<file path="src/dsabt_pkg.sv">
// Shared types and constants for the data/strobe/acknowledge bus word transceiver.
// No dependencies; used by dsabt_fsm, the top level and the checker.
package dsabt_pkg;

  // Request fields: one pin-sample tick plus an optional start command
  typedef struct packed {
    logic [1:0]  action;
    logic [15:0] tx_message;
    logic        data_pin;
    logic        strobe_pin;
    logic        ack_pin;
  } in_t;

  // Result fields: line drive, progress and received word
  typedef struct packed {
    logic        data_enable;
    logic        data_level;
    logic        strobe_enable;
    logic        strobe_level;
    logic        ack_enable;
    logic        ack_level;
    logic        busy_res;
    logic        done_res;
    logic [1:0]  status;
    logic [15:0] rx_message;
  } out_t;

  // Configuration register indexes and widths
  localparam int unsigned CFG_IDX_W  = 1;
  localparam int unsigned CFG_DATA_W = 24;
  localparam logic [CFG_IDX_W-1:0] CFG_TIMEOUT_TICKS = 1'd0;
  localparam logic [CFG_IDX_W-1:0] CFG_FAIL_WORD     = 1'd1;

  localparam logic [23:0] TIMEOUT_RESET = 24'd250;
  localparam logic [15:0] INVALID_RESET = 16'hFFFF;
  localparam logic [15:0] WORD_MSB      = 16'h8000;

  // Action codes
  localparam logic [1:0] ACT_TICK = 2'd0;
  localparam logic [1:0] ACT_RX   = 2'd1;
  localparam logic [1:0] ACT_TX   = 2'd2;

  // Transfer status codes
  localparam logic [1:0] ST_OK      = 2'd0;
  localparam logic [1:0] ST_TIMEOUT = 2'd1;
  localparam logic [1:0] ST_ERR     = 2'd2;

  // Protocol phases
  localparam logic [3:0] PH_IDLE    = 4'd0;
  localparam logic [3:0] PH_R_SYNC  = 4'd1;
  localparam logic [3:0] PH_R_BFALL = 4'd2;
  localparam logic [3:0] PH_R_BRISE = 4'd3;
  localparam logic [3:0] PH_R_AFALL = 4'd4;
  localparam logic [3:0] PH_R_ARISE = 4'd5;
  localparam logic [3:0] PH_T_SFALL = 4'd6;
  localparam logic [3:0] PH_T_SRISE = 4'd7;
  localparam logic [3:0] PH_T_BFALL = 4'd8;
  localparam logic [3:0] PH_T_BRISE = 4'd9;
  localparam logic [3:0] PH_T_AFALL = 4'd10;
  localparam logic [3:0] PH_T_ARISE = 4'd11;

endpackage

</file>
<file path="src/dsabt_fsm.sv">
// Bus handshake sequencer: phase, bit counter, shift word, phase timeout and line drive.
// Depends on dsabt_pkg; advances one step per accepted request.
module dsabt_fsm (
  input  logic               clk,
  input  logic               rst_n,
  input  logic               step,
  input  dsabt_pkg::in_t     req,
  input  logic [23:0]        timeout_ticks,
  input  logic [15:0]        fail_word,
  output dsabt_pkg::out_t    res
);

  logic [3:0]  phase_r, phase_nxt;
  logic [4:0]  bit_cnt_r, bit_cnt_nxt;
  logic [15:0] shift_r, shift_nxt;
  logic [23:0] tcnt_r, tcnt_nxt;
  logic [1:0]  pend_r, pend_nxt;
  logic [15:0] last_r, last_nxt;
  logic [5:0]  drive_r, drive_nxt;   // de, dl, se, sl, ae, al

  logic        met;
  logic        expired;
  logic        done;
  logic [1:0]  fin;
  logic [23:0] tcnt_inc;
  logic [4:0]  bit_cnt_inc;
  logic [15:0] cur_mask;
  logic [15:0] inc_mask;

  assign tcnt_inc    = tcnt_r + 24'd1;
  assign bit_cnt_inc = bit_cnt_r + 5'd1;
  assign cur_mask    = dsabt_pkg::WORD_MSB >> bit_cnt_r[3:0];
  assign inc_mask    = dsabt_pkg::WORD_MSB >> bit_cnt_inc[3:0];

  // Select the awaited line level for the current phase
  always_comb begin
    expired = 1'b0;
    case (phase_r)
      dsabt_pkg::PH_R_SYNC:  met = req.data_pin;
      dsabt_pkg::PH_R_BFALL: met = !req.strobe_pin;
      dsabt_pkg::PH_R_BRISE: met = req.strobe_pin;
      dsabt_pkg::PH_R_AFALL: met = !req.ack_pin;
      dsabt_pkg::PH_R_ARISE: met = req.ack_pin;
      dsabt_pkg::PH_T_SFALL: met = !req.ack_pin;
      dsabt_pkg::PH_T_SRISE: met = req.ack_pin;
      dsabt_pkg::PH_T_BFALL: met = !req.ack_pin;
      dsabt_pkg::PH_T_BRISE: met = req.ack_pin;
      dsabt_pkg::PH_T_AFALL: met = !req.strobe_pin;
      dsabt_pkg::PH_T_ARISE: met = req.strobe_pin;
      default: begin
        met     = 1'b0;
        expired = 1'b1;
      end
    endcase
  end

  // Next state for one tick
  always_comb begin
    phase_nxt   = phase_r;
    bit_cnt_nxt = bit_cnt_r;
    shift_nxt   = shift_r;
    tcnt_nxt    = tcnt_r;
    pend_nxt    = pend_r;
    last_nxt    = last_r;
    drive_nxt   = drive_r;
    done        = 1'b0;
    fin         = dsabt_pkg::ST_OK;

    if (phase_r == dsabt_pkg::PH_IDLE) begin
      // Start a transfer; lines are not evaluated on the start tick
      if (req.action == dsabt_pkg::ACT_RX) begin
        last_nxt     = fail_word;
        shift_nxt    = '0;
        bit_cnt_nxt  = '0;
        tcnt_nxt     = '0;
        drive_nxt[1] = 1'b1;
        drive_nxt[0] = 1'b0;
        phase_nxt    = dsabt_pkg::PH_R_SYNC;
      end else if (req.action == dsabt_pkg::ACT_TX) begin
        shift_nxt    = req.tx_message;
        bit_cnt_nxt  = '0;
        tcnt_nxt     = '0;
        drive_nxt[5] = 1'b1;
        drive_nxt[4] = 1'b0;
        phase_nxt    = dsabt_pkg::PH_T_SFALL;
      end
    end else if (expired) begin
      done = 1'b1;
      fin  = dsabt_pkg::ST_TIMEOUT;
    end else if (!met) begin
      // Count an unsatisfied tick and end on timeout
      tcnt_nxt = tcnt_inc;
      if (tcnt_inc >= timeout_ticks) begin
        done = 1'b1;
        fin  = dsabt_pkg::ST_TIMEOUT;
      end
    end else begin
      case (phase_r)
        dsabt_pkg::PH_R_SYNC: begin
          drive_nxt[0] = 1'b1;
          tcnt_nxt     = '0;
          phase_nxt    = dsabt_pkg::PH_R_BFALL;
        end
        dsabt_pkg::PH_R_BFALL: begin
          if (req.data_pin) begin
            shift_nxt = shift_r | cur_mask;
          end
          drive_nxt[0] = 1'b0;
          phase_nxt    = dsabt_pkg::PH_R_BRISE;
        end
        dsabt_pkg::PH_R_BRISE: begin
          drive_nxt[0] = 1'b1;
          bit_cnt_nxt  = bit_cnt_inc;
          if (bit_cnt_inc >= 5'd16) begin
            drive_nxt = 6'b111101;
            tcnt_nxt  = '0;
            phase_nxt = dsabt_pkg::PH_R_AFALL;
          end else begin
            phase_nxt = dsabt_pkg::PH_R_BFALL;
          end
        end
        dsabt_pkg::PH_R_AFALL: begin
          drive_nxt[2] = 1'b0;
          phase_nxt    = dsabt_pkg::PH_R_ARISE;
        end
        dsabt_pkg::PH_R_ARISE: begin
          last_nxt = shift_r;
          done     = 1'b1;
        end
        dsabt_pkg::PH_T_SFALL: begin
          drive_nxt[4] = 1'b1;
          phase_nxt    = dsabt_pkg::PH_T_SRISE;
        end
        dsabt_pkg::PH_T_SRISE: begin
          tcnt_nxt     = '0;
          drive_nxt[3] = 1'b1;
          drive_nxt[2] = 1'b0;
          drive_nxt[4] = |(shift_r & cur_mask);
          phase_nxt    = dsabt_pkg::PH_T_BFALL;
        end
        dsabt_pkg::PH_T_BFALL: begin
          drive_nxt[2] = 1'b1;
          drive_nxt[4] = 1'b1;
          phase_nxt    = dsabt_pkg::PH_T_BRISE;
        end
        dsabt_pkg::PH_T_BRISE: begin
          bit_cnt_nxt = bit_cnt_inc;
          if (bit_cnt_inc >= 5'd16) begin
            drive_nxt = 6'b010110;
            tcnt_nxt  = '0;
            phase_nxt = dsabt_pkg::PH_T_AFALL;
          end else begin
            drive_nxt[4] = |(shift_r & inc_mask);
            drive_nxt[2] = 1'b0;
            phase_nxt    = dsabt_pkg::PH_T_BFALL;
          end
        end
        dsabt_pkg::PH_T_AFALL: begin
          pend_nxt     = req.data_pin ? dsabt_pkg::ST_OK : dsabt_pkg::ST_ERR;
          drive_nxt[0] = 1'b1;
          phase_nxt    = dsabt_pkg::PH_T_ARISE;
        end
        default: begin
          done = 1'b1;
          fin  = pend_r;
        end
      endcase
    end

    // Release all lines when a transfer ends
    if (done) begin
      phase_nxt = dsabt_pkg::PH_IDLE;
      drive_nxt = 6'b010101;
    end
  end

  // Result shows the state after this tick
  always_comb begin
    res.data_enable   = drive_nxt[5];
    res.data_level    = drive_nxt[4];
    res.strobe_enable = drive_nxt[3];
    res.strobe_level  = drive_nxt[2];
    res.ack_enable    = drive_nxt[1];
    res.ack_level     = drive_nxt[0];
    res.busy_res      = (phase_nxt != dsabt_pkg::PH_IDLE);
    res.done_res      = done;
    res.status        = done ? fin : dsabt_pkg::ST_OK;
    res.rx_message    = last_nxt;
  end

  // Advance state on each accepted request
  always_ff @(posedge clk) begin
    if (!rst_n) begin
      phase_r   <= dsabt_pkg::PH_IDLE;
      bit_cnt_r <= '0;
      shift_r   <= '0;
      tcnt_r    <= '0;
      pend_r    <= dsabt_pkg::ST_OK;
      last_r    <= dsabt_pkg::INVALID_RESET;
      drive_r   <= 6'b010101;
    end else if (step) begin
      phase_r   <= phase_nxt;
      bit_cnt_r <= bit_cnt_nxt;
      shift_r   <= shift_nxt;
      tcnt_r    <= tcnt_nxt;
      pend_r    <= pend_nxt;
      last_r    <= last_nxt;
      drive_r   <= drive_nxt;
    end
  end

endmodule

</file>
<file path="src/dsa_bus_word_transceiver.sv">
// Top level of the data/strobe/acknowledge bus word transceiver.
// Depends on dsabt_pkg and dsabt_fsm; holds configuration and the result register.
//
// Usage: each request on the in_ channel is one tick of sampled DATA, STROBE
// and ACK levels plus an action (tick only, start receive, start transmit).
// Every request yields exactly one result on the out_ channel: the line
// drive to apply, busy/done flags, the finished transfer's status and the
// last received word (or the invalid word after a failed receive).
// The result is registered and valid in the cycle after accept; throughput
// is one request per cycle while results are taken, set by the phase sequencer
// feeding the result register. The sequencer state updates at the accept
// edge, so the next request is taken while the previous result is offered.
// When the receiver stalls, the result register holds and in_ready drops
// until the held result is taken; in_ready is high again in the cycle the
// result is accepted. Reset (rst_n low, synchronous) returns the bus to idle
// with all lines released, timeout_ticks to 250 and the failed-receive word
// to 0xFFFF. Configuration writes through cfg_ take effect at the next edge.
module dsa_bus_word_transceiver (
  input  logic                               clk,
  input  logic                               rst_n,
  input  logic                               in_valid,
  output logic                               in_ready,
  input  dsabt_pkg::in_t                     in_data,
  output logic                               out_valid,
  input  logic                               out_ready,
  output dsabt_pkg::out_t                    out_data,
  input  logic                               cfg_we,
  input  logic [dsabt_pkg::CFG_IDX_W-1:0]    cfg_index,
  input  logic [dsabt_pkg::CFG_DATA_W-1:0]   cfg_wdata
);

  logic [23:0]     timeout_ticks_r;
  logic [15:0]     fail_word_r;
  logic            out_valid_r;
  dsabt_pkg::out_t out_r;
  dsabt_pkg::out_t res;
  logic            step;

  assign in_ready  = !out_valid_r || out_ready;
  assign step      = in_valid && in_ready;
  assign out_valid = out_valid_r;
  assign out_data  = out_r;

  // Write configuration registers
  always_ff @(posedge clk) begin
    if (!rst_n) begin
      timeout_ticks_r <= dsabt_pkg::TIMEOUT_RESET;
      fail_word_r     <= dsabt_pkg::INVALID_RESET;
    end else if (cfg_we) begin
      case (cfg_index)
        dsabt_pkg::CFG_TIMEOUT_TICKS: timeout_ticks_r <= cfg_wdata[23:0];
        dsabt_pkg::CFG_FAIL_WORD:     fail_word_r     <= cfg_wdata[15:0];
        default: ;
      endcase
    end
  end

  dsabt_fsm u_fsm (
    .clk           (clk),
    .rst_n         (rst_n),
    .step          (step),
    .req           (in_data),
    .timeout_ticks (timeout_ticks_r),
    .fail_word     (fail_word_r),
    .res           (res)
  );

  // Hold the result until taken
  always_ff @(posedge clk) begin
    if (!rst_n) begin
      out_valid_r <= 1'b0;
    end else if (step) begin
      out_valid_r <= 1'b1;
    end else if (out_ready) begin
      out_valid_r <= 1'b0;
    end
  end

  always_ff @(posedge clk) begin
    if (step) begin
      out_r <= res;
    end
  end

endmodule

</file>
<file path="config.mk">
export PLATFORM = sky130hd
export DESIGN_NAME = dsa_bus_word_transceiver
export DESIGN_NICKNAME = d
export VERILOG_FILES = /design/src/dsabt_pkg.sv /design/src/dsabt_fsm.sv /design/src/dsa_bus_word_transceiver.sv
export SDC_FILE = /design/constraint.sdc
export NUM_CORES = 1
export LEC_CHECK = 0
export BUFFER_PORTS_ARGS = -buffer_cell sky130_fd_sc_hd__buf_2
export CORE_ASPECT_RATIO = 2
export CORE_MARGIN = 2
export CORE_UTILIZATION = 35
export CTS_BUF_LIST = sky130_fd_sc_hd__clkbuf_8
export DETAILED_ROUTE_END_ITERATION = 10
export RECOVER_POWER = 100
export SKIP_CTS_REPAIR_TIMING = 1
export SYNTH_ARGS = -nofsm -noshare
export SYNTH_HDL_FRONTEND = slang
export SYNTH_SLANG_ARGS = --single-unit
</file>
<file path="constraint.sdc">
create_clock -name clk -period 4.8 [get_ports clk]
set_input_delay 0 -clock clk [delete_from_list [all_inputs] [get_ports clk]]
set_output_delay 0 -clock clk [all_outputs]
set_load 0.03 [all_outputs]
</file>
==> results of run 1 <==
[cell families (layout without fill, tap and decap cells)]
group	after synthesis	after routing	share of synthesized area, %
AND/OR/NAND/NOR	371	371	23.5
multiplexers	5	5	0.717
XOR/XNOR	26	26	3.13
buffers and inverters	102	196	5.73
adder cells (fa/ha/maj)	33	33	5.50
AO/OA/AOI/OAI	248	248	20.9
flip-flops	139	139	40.5
[layer usage]
| layer | GRT usage [%] | vias to the layer above | part of all wire (%) |
|---|---|---|---|
| met4 | 7.69 | 0 | 3.2 |
| met2 | 34.9 | 200 | 54 |
| met5 | 0 | - | 0 |
| li1 | - | 3440 | - |
| met3 | 3.18 | 37 | 4.0 |
| met1 | 20.9 | 3234 | 39 |
[per-stage QoR]
step	hold WS (ns)	util, %	instances	area (um2)	setup WS [ns]
final	-0.0483	41.3	1287	8680	0.658
after CTS	-0.249	40.1	1252	8430	0.802
after detailed placement	0.242	38.3	1220	8050	0.817
after global placement	0.238	38.3	1220	8050	0.904
after floorplan	0.0956	-	924	7510	1.24
after global routing	0.00568	41.3	1287	8680	0.315
[power groups by stage]
stage / Sequential [mW] / Combinational (mW) / Clock (mW)
final: 1.38 / 0.671 / 0.939
after global routing: 1.39 / 0.741 / 1.01
after CTS: 1.37 / 0.666 / 0.964
after detailed placement: 1.40 / 0.664 / 0
after global placement: 1.40 / 0.659 / 0
after floorplan: 1.41 / 0.476 / 0
[cells in the mapped netlist (6+ instances only)]
cell type	instances
nor2b_1	21
nand3_1	37
ha_1	33
nand2_1	116
and3_1	7
nor3b_1	8
o31ai_1	19
nand4_1	8
buf_2	8
nand2b_1	12
a22oi_1	7
a211oi_1	6
nand3b_1	7
nor3_1	13
clkbuf_1	44
xor2_1	12
edfxtp_1	26
a31oi_1	8
a21oi_1	105
o22ai_1	33
inv_1	38
xnor2_1	13
nor2_1	110
dfxtp_1	113
o211ai_1	10
and2_1	6
o21ai_0	24
[worst max-delay path, delay by kind of cell (launching register included)]
family	cells	cell delay, ns
buffers and inverters	1	0.70
AND/OR/NAND/NOR	3	1.43
AO/OA/AOI/OAI	4	0.97
flip-flops	1	0.94
[registers in the layout (all words and copies together) (netlist names)]
signal / cells
fail_word_r: 16
u_fsm.phase_r: 4
u_fsm.drive_r: 6
out_valid: 1
out_data: 26
timeout_ticks_r: 24
u_fsm.pend_r: 1
u_fsm.shift_r: 16
u_fsm.bit_cnt_r: 5
u_fsm.last_r: 16
u_fsm.tcnt_r: 24
[layout make-up]
| type | count | share of cell area [%] |
|---|---|---|
| Clock inverter | 15 | 1.77 |
| Inverter | 40 | 1.73 |
| Timing Repair Buffer | 124 | 8.87 |
| Clock buffer | 17 | 2.70 |
| Sequential cell | 139 | 35.1 |
| Multi-Input combinational cell | 683 | 46.0 |
| Tap cell | 269 | 3.88 |
[final timing paths]
| path | to | slack [ns] |
|---|---|---|
| worst max-delay path | u_fsm.shift_r[15] | 0.66 |
| worst min-delay path | u_fsm.shift_r[4] | -0.05 |
| worst max register to register | u_fsm.shift_r[15] | 0.66 |
| worst min register to register | timeout_ticks_r[16] | 0.46 |
==> results.toml, run 1 <==
[cts]
h-tree-depth = 4
cts_buffer_depth = 2
cts.sinks = 139
cts.clk_slew.worst_paths_ns = 0.08
cts_tree = "built"
cts_buffers = 17
cts-root-buf = "clkbuf_8"
clkLatencyLatePin_ns = 0.46

[yosys]
avgSynthCellArea_um2 = 8.13
synthFlopType = "dfxtp_1"
synth_edf_count = 26
syn-cell-area_um2 = 7510
ys_warn_count = 0
ys_seq_elements = 139
synth.largest_area_cell = "dfxtp_1"
synth-async-reset-ratio_pct = 0
synthCells = 924
synth_top_cell_area_share_pct = 30.1
yosys-top-cells-area = "dfxtp_1 30%, edfxtp_1 10%, a21oi_1 7.0%"
yosysSeqAreaShare_pct = 40.5
syn_nets = 1008
synth_cell_types = 72

[cells_and_area]
syn2layout_area_growth_pct = 15.6
multiInputGateArea_um2 = 3990
regArea_um2 = 3040
nets = 1089
layout_commonest_cell = "nand2_1"
diodes = 0
layout_common_cells = "117 x nand2_1, 113 x dfxtp_1, 111 x nor2_1"
fill_cells = 2220
drive_above_1_share_pct = 9.92

[power_and_ir_drop]
clockPowerShare_pct = 31.4
pwr-share-seq_pct = 46.1
p_leak_nw = 3.35
power_switching_mw = 1.00
p_comb_share_pct = 22.5
ir_worst_vdd_mv = 0.154
swShare_pct = 33.5
p_int_mw = 1.99
p_per_area_nw_per_um2 = 344
power_mw = 2.99

[routing]
drt_iter0_drc = 295
num_vias = 6911
wl_per_cell_um = 16.4
drc_errors = 0
wl_um = 21100
post_drt_via_cell_ratio = 5.37
postRouteAntennaNets = 0
dr.pass1.iters = 7

[global_route]
grt_pass1_vias = 6435
grt_pass1_wl_um = 33500
grt_use_total_pct = 18.9
antenna_found_initial = 0
grt_max_degree = 45
gr-total-overflow = 0

[run_status]
failed_checks = "hold timing, capacitance limit, slew limit"
outcome = "finished with violations"

[placement]
io_buffers = 78
routabilityCongestion = 0.863
hpwl_um = 15400

[job]
maxCapViolCount = 2

[timing]
fin_crit_sh_pct = 86.3
final.min_clock_period_ns = 4.14
setup_viol = 0
worst_pin_slew_ns = 1.99
fin_tns_setup_ns = 0
holdWs_ns = -0.0483
slew_headroom_pct = -32.7
rsz0062_at_grt = "no"
hold_viol = 4
slew_viol_final = 76
fmax_mhz = 241
clock_skew_ns = 0.0198

[critical_path]
rr_worst_depth = 8
startpoint = "u_fsm.phase_r[3]"
worstPathRequired_ns = 5.17
crit_chain = "and4bb_4, o31ai_1, o211ai_1, o2111ai_1, clkbuf_1, or2_0, o22ai_1, nor2_1"
crit_slowest_cell = "or2_0"
critPathKind = "register to register"
critical_path.max_fanout = 29
timing.rr.start = "u_fsm.phase_r[3]"
cp-end-kind = "register"
critPathArrivalTime_ns = 4.51
max_stage_delay_ns = 0.96
cp-start-kind = "register"

[floorplanning]
io_pins = 79
chipWidth_um = 108
fp-row-count = 75
start_util_pct = 35.7
core_area_um2 = 21000
die_area_um2 = 22700
die_h_um = 211

[worst_hold_path]
worstHoldStart = "in_data[7]"
hold_depth = 4
hold_class = "primary input to register"
No activity file was read; power rests on OpenSTA's default activity.
==> run 2: changes to the inputs <==
--- a/config.mk
+++ b/config.mk
@@ -13,2 +13,3 @@
 export DETAILED_ROUTE_END_ITERATION = 10
+export PLACE_DENSITY = 0.48
 export RECOVER_POWER = 100
==> constraint.sdc (replaced) <==
create_clock -name clk -period 4.8 [get_ports clk]
set_input_delay 0.72 -clock clk [delete_from_list [all_inputs] [get_ports clk]]
set_output_delay 0.72 -clock clk [all_outputs]
set_load 0.03 [all_outputs]
==> results.toml, run 2 (synthesis gave the netlist of run 1 again) <==
[run_status]
outcome = "finished with violations"
failed_checks = "capacitance limit, slew limit"

[routing]
post_drt_via_cell_ratio = 5.29
wl_per_cell_um = 17.5
drc_errors = 0
dr.pass1.iters = 5
num_vias = 6650
postRouteAntennaNets = 0
wl_um = 21900
drt_iter0_drc = 208

[power_and_ir_drop]
p_leak_nw = 3.26
ir_worst_vdd_mv = 0.168
p_per_area_nw_per_um2 = 362
power_mw = 3.05

[global_route]
antenna_found_initial = 0
grt_pass1_wl_um = 34500
gr-total-overflow = 0
grt_use_total_pct = 19.8
grt_pass1_vias = 6476
grt_max_degree = 47

[timing]
holdWs_ns = 0.458
rsz0062_at_grt = "no"
fin_crit_sh_pct = 87.1
layout_setup_ws_ns = 0.621
clock_skew_ns = 0.0160
final.min_clock_period_ns = 4.18
hold_viol = 0
worst_pin_slew_ns = 1.91
fin_tns_setup_ns = 0
slew_headroom_pct = -27.3
fmax_mhz = 239
slew_viol_final = 46
setup_viol = 0

[cells_and_area]
fill_cells = 2263
design_area_um2 = 8440
fin_util_pct = 40.1
syn2layout_area_growth_pct = 12.4
largest_reg_flops = 26
layout_commonest_cell = "nand2_1"
final_cells = 1256
drive_above_1_share_pct = 11.3
layout_common_cells = "117 x nand2_1, 113 x dfxtp_1, 110 x nor2_1"
nets = 1058
diodes = 0

[placement]
dpl_cell_area_um2 = 8090
hpwl_um = 16300
dp_cells = 1224
routabilityCongestion = 0.865
io_buffers = 78
pre_cts_slack_ns = 0.838

[worst_hold_path]
min_to = "timeout_ticks_r[15]"
hold_depth = 2
worstHoldStart = "timeout_ticks_r[15]"
hold_class = "register to register"

[critical_path]
critPathArrivalTime_ns = 4.55
critical_path.max_fanout = 9
reg2reg_slack_ns = 0.62
worstPathRequired_ns = 5.17
cp-start-kind = "register"
timing.rr.start = "u_fsm.tcnt_r[0]"
critPathKind = "register to register"
cp-end-kind = "register"
startpoint = "u_fsm.tcnt_r[0]"
rr_worst_depth = 15
r2r-end = "u_fsm.phase_r[2]"

[floorplanning]
fp-row-count = 75
chipWidth_um = 108
io_pins = 79
core_area_um2 = 21000
die_area_um2 = 22700
die_h_um = 211
start_util_pct = 35.7

[cts]
cts_tree = "built"
clkLatencyLatePin_ns = 0.47
cts_buffer_depth = 2
cts.sinks = 139
cts_buffers = 17
cts.clk_slew.worst_paths_ns = 0.08
cts-root-buf = "clkbuf_8"
h-tree-depth = 4

[job]
maxCapViolCount = 2
-- run 2: layer usage --
metal | wire length, um | GRT usage, % | up-vias
met5 | 0 | 0 | -
met4 | 571 | 7.87 | 0
met3 | 864 | 3.18 | 34
met2 | 12000 | 37.4 | 164
met1 | 8450 | 21.3 | 3076
li1 | - | - | 3376
-- run 2: how the worst max path moves through the flow --
stage | end | slack, ns | cells after the start
2_1_floorplan | out_data[21] | 1.24 | 15
3_3_place_gp | out_data[21] | 0.89 | 15
3_5_place_dp | out_data[21] | 0.84 | 15
4_1_cts | out_data[21] | 0.80 | 15
5_1_grt | u_fsm.phase_r[2] | 0.20 | 15
6_report | u_fsm.phase_r[2] | 0.62 | 15
-- run 2: layout make-up --
type,instances,area [um2],share of cell area [%]
clock buffers,18,248,2.94
clock inverters,14,168,1.99
inverters,40,150,1.78
multi-input cells,683,4030,47.8
flip-flops and latches,139,3040,36.1
well taps,269,337,3.99
repair buffers,93,462,5.47
-- run 2: where the power goes --
part	total, mW	internal [mW]	switching, mW
clock	1.01	0.529	0.479
sequential	1.37	1.29	0.0770
combinational	0.676	0.229	0.447
-- run 2: worst max-delay path: stages, from the launching register on --
cell and delay, ns:
dfxtp_1 0.41, ha_1 0.23, inv_1 0.07, nor3_1 0.46
nand4_1 0.15, clkbuf_1 0.20, nor2_1 0.23, xor2_1 0.17
ha_1 0.26, a21oi_1 0.15, nand2_1 0.06, a2111oi_0 0.45
a21oi_1 0.16, a211o_1 0.42, or2_0 0.37, o32ai_2 0.28
